$ cat src/rtl/core/tcw_pkg.sv
// ----------------------------------------------------------------------------
// Text console writer package
// Cell layout, command codes, character codes and the result record.
// ----------------------------------------------------------------------------
package tcw_pkg;

	typedef enum logic [1:0] {
		MODE_PUT   = 2'd0,
		MODE_MOVE  = 2'd1,
		MODE_CLEAR = 2'd2,
		MODE_READ  = 2'd3
	} mode_t;

	// Configuration register indexes
	localparam logic CFG_FG = 1'b0;
	localparam logic CFG_BG = 1'b1;

	localparam logic [7:0] CHAR_BLANK     = 8'h20;
	localparam logic [7:0] CHAR_BACKSPACE = 8'h08;
	localparam logic [7:0] CHAR_NEWLINE   = 8'h0A;
	localparam logic [7:0] ATTR_RESET     = 8'h07;
	localparam logic [3:0] FG_RESET       = 4'd7;
	localparam logic [3:0] BG_RESET       = 4'd0;

	typedef struct packed {
		logic [7:0] ch;
		logic [7:0] attr;
	} cell_t;

	typedef logic [6:0]  ocol_t;
	typedef logic [4:0]  orow_t;
	typedef logic [10:0] olin_t;

	typedef struct packed {
		ocol_t      cursor_col;
		orow_t      cursor_row;
		olin_t      cursor_linear;
		logic [7:0] read_char;
		logic [7:0] read_attr;
		logic       scrolled;
	} res_t;

endpackage

$ cat src/rtl/core/tcw_engine.sv
// ----------------------------------------------------------------------------
// Text console command sequencer
// Keeps the cursor, decodes commands and drives the cell memory for puts,
// reads, clears, scrolls and the clearing pass after reset.
// ----------------------------------------------------------------------------
module tcw_engine #(
	parameter int COLUMNS = 80,
	parameter int ROWS    = 25
) (
	input  logic                              clk,
	input  logic                              arst_n,
	input  logic                              in_valid,
	output logic                              in_ready,
	input  logic [1:0]                        mode,
	input  logic [7:0]                        ch,
	input  logic [7:0]                        col,
	input  logic [7:0]                        row,
	input  logic [7:0]                        attr,
	input  logic                              out_free,
	output logic                              done,
	output tcw_pkg::res_t                     res,
	output logic                              mem_we,
	output logic [$clog2(COLUMNS*ROWS)-1:0]   mem_waddr,
	output tcw_pkg::cell_t                    mem_wdata,
	output logic                              mem_re,
	output logic [$clog2(COLUMNS*ROWS)-1:0]   mem_raddr,
	input  tcw_pkg::cell_t                    mem_rdata
);

	localparam int CELL_COUNT = COLUMNS * ROWS;
	localparam int ADDR_W     = $clog2(CELL_COUNT);
	localparam int COL_W      = $clog2(COLUMNS);
	localparam int ROW_W      = $clog2(ROWS);
	localparam logic [ADDR_W-1:0] LAST_CELL  = ADDR_W'(CELL_COUNT - 1);
	localparam logic [ADDR_W-1:0] SCROLL_END = ADDR_W'(CELL_COUNT - COLUMNS);
	localparam logic [ADDR_W-1:0] COLS_A     = ADDR_W'(COLUMNS);
	localparam logic [COL_W-1:0]  COL_LAST   = COL_W'(COLUMNS - 1);
	localparam logic [ROW_W-1:0]  ROW_LAST   = ROW_W'(ROWS - 1);

	typedef enum logic [2:0] {
		S_INIT,
		S_IDLE,
		S_PUT,
		S_CALC,
		S_RDWAIT,
		S_SCROLL,
		S_BLANK
	} state_t;

	state_t              state_q, state_n;
	logic [ADDR_W-1:0]   ptr_q, ptr_n;
	logic [COL_W-1:0]    col_q, col_n;
	logic [ROW_W-1:0]    row_q, row_n;
	logic [ADDR_W-1:0]   lin_q, lin_n;
	logic                scroll_q, scroll_n;
	logic                wpend_s1, wpend_n;
	logic [ADDR_W-1:0]   waddr_s1;

	tcw_pkg::mode_t      mode_q;
	logic [7:0]          ch_q;
	logic [7:0]          x_q;
	logic [7:0]          y_q;

	tcw_pkg::cell_t      blank_cell;

	// put-character decode
	logic                put_we;
	logic [ADDR_W-1:0]   put_addr;
	logic [7:0]          put_code;
	logic                put_scroll;
	logic [COL_W-1:0]    pc_col;
	logic [ROW_W-1:0]    pc_row;
	logic [ADDR_W-1:0]   pc_lin;

	// move / read address
	logic [COL_W-1:0]    x_cl;
	logic [ROW_W-1:0]    y_cl;
	logic [ADDR_W-1:0]   mv_lin;
	logic                in_range;

	logic [7:0]          rd_char;
	logic [7:0]          rd_attr;
	logic                res_scrolled;

	assign blank_cell = '{ch: tcw_pkg::CHAR_BLANK, attr: attr};

	always_comb begin
		put_we     = 1'b0;
		put_addr   = lin_q;
		put_code   = tcw_pkg::CHAR_BLANK;
		put_scroll = 1'b0;
		pc_col     = col_q;
		pc_row     = row_q;
		pc_lin     = lin_q;
		if (ch_q == tcw_pkg::CHAR_BACKSPACE) begin
			// step back, wrap to the end of the previous row, stay at top-left
			if (col_q != '0) begin
				pc_col = col_q - 1'b1;
				pc_lin = lin_q - 1'b1;
			end else if (row_q != '0) begin
				pc_row = row_q - 1'b1;
				pc_col = COL_LAST;
				pc_lin = lin_q - 1'b1;
			end
			put_we   = 1'b1;
			put_addr = pc_lin;
		end else if (ch_q == tcw_pkg::CHAR_NEWLINE) begin
			pc_col = '0;
			if (row_q == ROW_LAST) begin
				put_scroll = 1'b1;
			end else begin
				pc_row = row_q + 1'b1;
				pc_lin = lin_q - ADDR_W'(col_q) + COLS_A;
			end
		end else begin
			put_we   = 1'b1;
			put_code = ch_q;
			pc_lin   = lin_q + 1'b1;
			if (col_q == COL_LAST) begin
				pc_col = '0;
				if (row_q == ROW_LAST) begin
					put_scroll = 1'b1;
				end else begin
					pc_row = row_q + 1'b1;
				end
			end else begin
				pc_col = col_q + 1'b1;
			end
		end
		if (put_scroll) begin
			pc_row = ROW_LAST;
			pc_col = '0;
			pc_lin = SCROLL_END;
		end
	end

	always_comb begin
		x_cl     = (x_q >= COLUMNS) ? COL_LAST : COL_W'(x_q);
		y_cl     = (y_q >= ROWS) ? ROW_LAST : ROW_W'(y_q);
		mv_lin   = ADDR_W'(y_cl * COLUMNS) + ADDR_W'(x_cl);
		in_range = (x_q < COLUMNS) && (y_q < ROWS);
	end

	always_comb begin
		state_n      = state_q;
		ptr_n        = ptr_q;
		col_n        = col_q;
		row_n        = row_q;
		lin_n        = lin_q;
		scroll_n     = scroll_q;
		wpend_n      = 1'b0;
		in_ready     = 1'b0;
		done         = 1'b0;
		rd_char      = '0;
		rd_attr      = '0;
		res_scrolled = 1'b0;
		mem_we       = 1'b0;
		mem_waddr    = ptr_q;
		mem_wdata    = blank_cell;
		mem_re       = 1'b0;
		mem_raddr    = mv_lin;
		unique case (state_q)
			S_INIT: begin
				mem_we    = 1'b1;
				mem_wdata = '{ch: tcw_pkg::CHAR_BLANK, attr: tcw_pkg::ATTR_RESET};
				if (ptr_q == LAST_CELL) begin
					ptr_n   = '0;
					state_n = S_IDLE;
				end else begin
					ptr_n = ptr_q + 1'b1;
				end
			end
			S_IDLE: begin
				in_ready = 1'b1;
				if (in_valid) begin
					unique case (tcw_pkg::mode_t'(mode))
						tcw_pkg::MODE_PUT: begin
							state_n = S_PUT;
						end
						tcw_pkg::MODE_CLEAR: begin
							col_n    = '0;
							row_n    = '0;
							lin_n    = '0;
							ptr_n    = '0;
							scroll_n = 1'b0;
							state_n  = S_BLANK;
						end
						tcw_pkg::MODE_MOVE, tcw_pkg::MODE_READ: begin
							state_n = S_CALC;
						end
						default: begin
							state_n = S_IDLE;
						end
					endcase
				end
			end
			S_PUT: begin
				mem_waddr = put_addr;
				mem_wdata = '{ch: put_code, attr: attr};
				if (put_scroll) begin
					// the write and cursor move land now, the result after the scroll
					mem_we   = put_we;
					col_n    = pc_col;
					row_n    = pc_row;
					lin_n    = pc_lin;
					ptr_n    = '0;
					scroll_n = 1'b1;
					state_n  = S_SCROLL;
				end else if (out_free) begin
					mem_we  = put_we;
					col_n   = pc_col;
					row_n   = pc_row;
					lin_n   = pc_lin;
					done    = 1'b1;
					state_n = S_IDLE;
				end
			end
			S_CALC: begin
				if (mode_q == tcw_pkg::MODE_MOVE) begin
					if (out_free) begin
						col_n   = x_cl;
						row_n   = y_cl;
						lin_n   = mv_lin;
						done    = 1'b1;
						state_n = S_IDLE;
					end
				end else if (in_range) begin
					mem_re  = 1'b1;
					state_n = S_RDWAIT;
				end else if (out_free) begin
					done    = 1'b1;
					state_n = S_IDLE;
				end
			end
			S_RDWAIT: begin
				rd_char = mem_rdata.ch;
				rd_attr = mem_rdata.attr;
				if (out_free) begin
					done    = 1'b1;
					state_n = S_IDLE;
				end
			end
			S_SCROLL: begin
				// reads run one row ahead of the writes, so no entry is read after
				// it has been overwritten
				mem_waddr = waddr_s1;
				mem_wdata = mem_rdata;
				mem_we    = wpend_s1;
				if (ptr_q != SCROLL_END) begin
					mem_re    = 1'b1;
					mem_raddr = ptr_q + COLS_A;
					wpend_n   = 1'b1;
					ptr_n     = ptr_q + 1'b1;
				end else begin
					state_n = S_BLANK;
				end
			end
			S_BLANK: begin
				mem_we       = 1'b1;
				res_scrolled = scroll_q;
				if (ptr_q == LAST_CELL) begin
					// the last cell is rewritten with a blank while stalled
					if (out_free) begin
						done     = 1'b1;
						scroll_n = 1'b0;
						state_n  = S_IDLE;
					end
				end else begin
					ptr_n = ptr_q + 1'b1;
				end
			end
			default: begin
				state_n = S_IDLE;
			end
		endcase
	end

	always_comb begin
		res.cursor_col    = tcw_pkg::ocol_t'(col_n);
		res.cursor_row    = tcw_pkg::orow_t'(row_n);
		res.cursor_linear = tcw_pkg::olin_t'(lin_n);
		res.read_char     = rd_char;
		res.read_attr     = rd_attr;
		res.scrolled      = res_scrolled;
	end

	always_ff @(posedge clk or negedge arst_n) begin
		if (!arst_n) begin
			state_q  <= S_INIT;
			ptr_q    <= '0;
			col_q    <= '0;
			row_q    <= '0;
			lin_q    <= '0;
			scroll_q <= 1'b0;
			wpend_s1 <= 1'b0;
		end else begin
			state_q  <= state_n;
			ptr_q    <= ptr_n;
			col_q    <= col_n;
			row_q    <= row_n;
			lin_q    <= lin_n;
			scroll_q <= scroll_n;
			wpend_s1 <= wpend_n;
		end
	end

	always_ff @(posedge clk) begin
		waddr_s1 <= ptr_q;
		if (in_valid && in_ready) begin
			mode_q <= tcw_pkg::mode_t'(mode);
			ch_q   <= ch;
			x_q    <= col;
			y_q    <= row;
		end
	end

endmodule

$ cat config.mk
export PLATFORM = sky130hd
export DESIGN_NAME = tcw_engine
export DESIGN_NICKNAME = d
export VERILOG_FILES = /design/src/rtl/core/tcw_pkg.sv /design/src/rtl/core/tcw_engine.sv
export SDC_FILE = /design/constraint.sdc
export NUM_CORES = 1
export LEC_CHECK = 0
export BUFFER_PORTS_ARGS = -buffer_cell sky130_fd_sc_hd__buf_2
export CELL_PAD_IN_SITES_DETAIL_PLACEMENT = 1
export CELL_PAD_IN_SITES_GLOBAL_PLACEMENT = 1
export CORE_MARGIN = 4
export CORE_UTILIZATION = 44
export DETAILED_ROUTE_END_ITERATION = 8
export PLACE_DENSITY = 0.85
export SLEW_MARGIN = 20
export SYNTH_ARGS = -nofsm -noshare
export SYNTH_HDL_FRONTEND = slang
export SYNTH_SLANG_ARGS = --single-unit
$ cat constraint.sdc
create_clock -name clk -period 7.2 [get_ports clk]
set_input_delay 1.8 -clock clk [delete_from_list [all_inputs] [get_ports clk]]
set_output_delay 1.8 -clock clk [all_outputs]
set_load 0.01 [all_outputs]
==> flow_summary.yaml <==
sta:
  hold_violations: 0
  setup_tns_ps: 0
  fin_ws_ps: 1100
  period_minus_slack_ps: 6100
  slew_violations: 0
  setup_viol: 0
  finalCritPeriodShare: 0.847
  slew_headroom: 0.305
  rsz0062_at_grt: "false"
  skew_ps: 13.6
  fmax_mhz: 164
  tightest_slew_ps: 1040
global_routing:
  grt_pass1_vias: 7074
  grt_remaining_overflow: 0
  grt_max_degree: 40
  track_usage: 0.296
  grt_pass1_wl_um: 38600
  antenna_found_initial: 0
drt:
  wl_met1_um: 10200
  antenna_left: 0
  wl_per_cell_um: 22.4
  viasPerCell: 6.32
  dr_wl_met2_um: 11500
  drt_iter0_drc: 559
  vias: 6915
  met3_length_um: 1890
  routed_wl_um: 24600
  routed.top_layer: "met4"
  drc: 0
  first_pass_iters: 7
synth:
  synth-edff-count: 26
  syn_nets: 902
  synth_flop_cell: "dfrtp_1"
  ys_seq_elements: 76
  synth_area_mm2: 0.00646
  synth-warning-count: 0
  ys_seq_area_frac: 0.306
  syn-instance-count: 805
  async_flop_share: 0.513
  yosys.cell_types.count: 81
  avgSynthCellArea_um2: 8.03
die:
  dieArea_mm2: 0.0167
  ios: 136
  dieWidth_um: 129
  rows: 44
  initial_core_util: 0.446
  core_mm2: 0.0145
  die_height_um: 129
worst_setup_path:
  worst-setup-path-type: "reg -> out"
  cpMaxStageDelayCell: "fa_1"
  critPathMaxStageDelay_ps: 490
  worstPathCellList: "o311a_1 -> nor4_1 -> and2_1 -> ha_1 -> ha_1 -> fa_1 -> or3_1 -> a21oi_1 -> nor3_1 -> nand3_1 -> o21ai_0 -> a21oi_1 -> buf_2"
  cp-end-kind: "primary output"
  cp_max_fo: 5
  cp.required_ps: 5400
  start_kind: "flop"
  cp.arrival_ps: 4300
placement:
  port_buffers: 135
  post-dp-hpwl_um: 18300
  finalWeightedCongestion: 0.910
  pre_cts_ws_ps: 1410
cells_and_area:
  diodes: 0
  final_cell_mix: "buf_2 (134), nand2_1 (79), o21ai_0 (66), nor2_1 (65), a21oi_1 (58)"
  area_growth_pct: 16.1
  drive_gt1_frac: 0.198
  layout_commonest_cell: "buf_2"
  fin_nets: 1003
  fillers: 1829
run:
  maxCapViolCount: 0
pwr:
  seqPwrFrac: 0.458
  netSwitchingPower_mw: 0.234
  p_per_area_mw_per_mm2: 131
  irDropWorstVdd_uv: 94.5
  p_leak_nw: 3.44
  swShare: 0.238
  p_clk_frac: 0.489
  p_total_mw: 0.982
  power.internal_mw: 0.748
  comb_power_share: 0.054
cts:
  cts.sinks: 76
  ctsResizeCount: 0
  cts_setup_buffers: 0
  root_buffer: "clkbuf_16"
  htreeDepth: 3
  cts_buffer_depth: 2
  clk_pin_slew_ps: 60
  ctsHoldBuffers: 0
  clkLatencyLatePin_ps: 360
  cts_buffers: 9
  cts_tree: "done"
min_path:
  hp-class: "reg -> reg"
status:
  outcome: "completed"
## routing by layer
layer | GRT usage | vias up
met5 | 0 | -
met4 | 0.115 | 0
met3 | 0.0610 | 68
met2 | 0.483 | 341
met1 | 0.385 | 3339
li1 | - | 3167
## final timing paths
check / to / slack [ps] / start / depth (start not counted)
min in group asynchronous: ptr_q[9]$_DFFE_PN0P_ / 1440 / arst_n / 1
max in group asynchronous: ptr_q[0]$_DFFE_PN0P_ / 5340 / arst_n / 1
worst max register to register: lin_q[10]$_DFF_PN0_ / 3290 / y_q[0]$_DFFE_PP_ / 13
worst min register to register: scroll_q$_DFFE_PN0P_ / 500 / scroll_q$_DFFE_PN0P_ / 1
worst max-delay path: res[25] / 1100 / y_q[0]$_DFFE_PP_ / 13
worst min-delay path: scroll_q$_DFFE_PN0P_ / 500 / scroll_q$_DFFE_PN0P_ / 1
## metrics by stage
stage	cell area, um^2	util	cells	hold WS, ps
global route	7510	0.518	1095	525
CTS	7500	0.518	1095	500
floorplan	6460	-	805	342
detailed placement	7200	0.497	1079	486
global placement	7200	0.497	1079	479
finish	7510	0.518	1095	498
## final cells by class
cell class | instances | area [um^2] | area share
Inverter | 46 | 173 | 0.0230
Clock inverter | 5 | 57.6 | 0.00767
Tap cell | 184 | 230 | 0.0307
Sequential cell | 76 | 1980 | 0.263
Timing Repair Buffer | 142 | 731 | 0.0973
Clock buffer | 11 | 243 | 0.0323
Multi-Input combinational cell | 631 | 4100 | 0.546
## logic make-up (layout without fill, tap and decap cells)
logic type / Yosys count / in the layout / share of synthesized area
AOI/OAI and AO/OA: 256 / 256 / 0.261
xor gates and xnor gates: 35 / 35 / 0.0474
adders and majority gates: 43 / 43 / 0.0867
buffers and inverters: 98 / 204 / 0.0614
DFF: 76 / 76 / 0.306
muxes: 1 / 1 / 0.00174
and+or+nand+nor: 296 / 296 / 0.236
## cells in the mapped netlist, types with 4 or more instances
library cell	number	area, um^2
and2_1	9	56.3
a21o_1	8	60.1
ha_1	40	500
a211oi_1	4	30.0
o22a_1	4	35.0
nand3_1	28	140
o211ai_1	6	45.0
nor2b_1	7	43.8
nand2_1	79	297
nor3b_1	6	45.0
xnor2_1	24	210
clkbuf_1	38	143
or3_1	6	37.5
and3_1	25	156
xor2_1	11	96.3
buf_2	8	40.0
o22ai_1	6	37.5
a21oi_1	58	290
dfrtp_1	39	976
edfxtp_1	26	781
a221o_1	6	60.1
a31oi_1	22	138
nand2b_1	8	50.1
a22o_1	6	52.6
nand4_1	8	50.1
nor4_1	8	50.1
o21ai_0	66	330
inv_1	45	169
nor2_1	65	244
nor3_1	21	105
a22oi_1	17	128
dfxtp_1	11	220
o221ai_1	5	43.8
## state kept, by name (all words and copies together), names as in the netlist
| register | cells |
|---|---|
| col_q | 7 |
| mode_q | 2 |
| y_q | 8 |
| ch_q | 8 |
| lin_q | 11 |
| wpend_s1 | 1 |
| row_q | 5 |
| scroll_q | 1 |
| state_q | 3 |
| ptr_q | 11 |
| x_q | 8 |
| waddr_s1 | 11 |
## critical path, delay by kind of cell, from the launching register on
kind,cells,cell delay (ps)
AOI/OAI and AO/OA,4,950
buffers and inverters,1,190
DFF,1,410
and+or+nand+nor,5,1370
adders and majority gates,3,1010
## power by group through the flow
stage               sequential, mW  clock (mW)  combinational [mW]
detailed placement           0.458           0              0.0523
finish                       0.449       0.480              0.0526
floorplan                    0.457           0              0.0207
global route                 0.449       0.502              0.0583
global placement             0.458           0              0.0506
CTS                          0.449       0.481              0.0526
No activity file was read; power rests on OpenSTA's default activity.
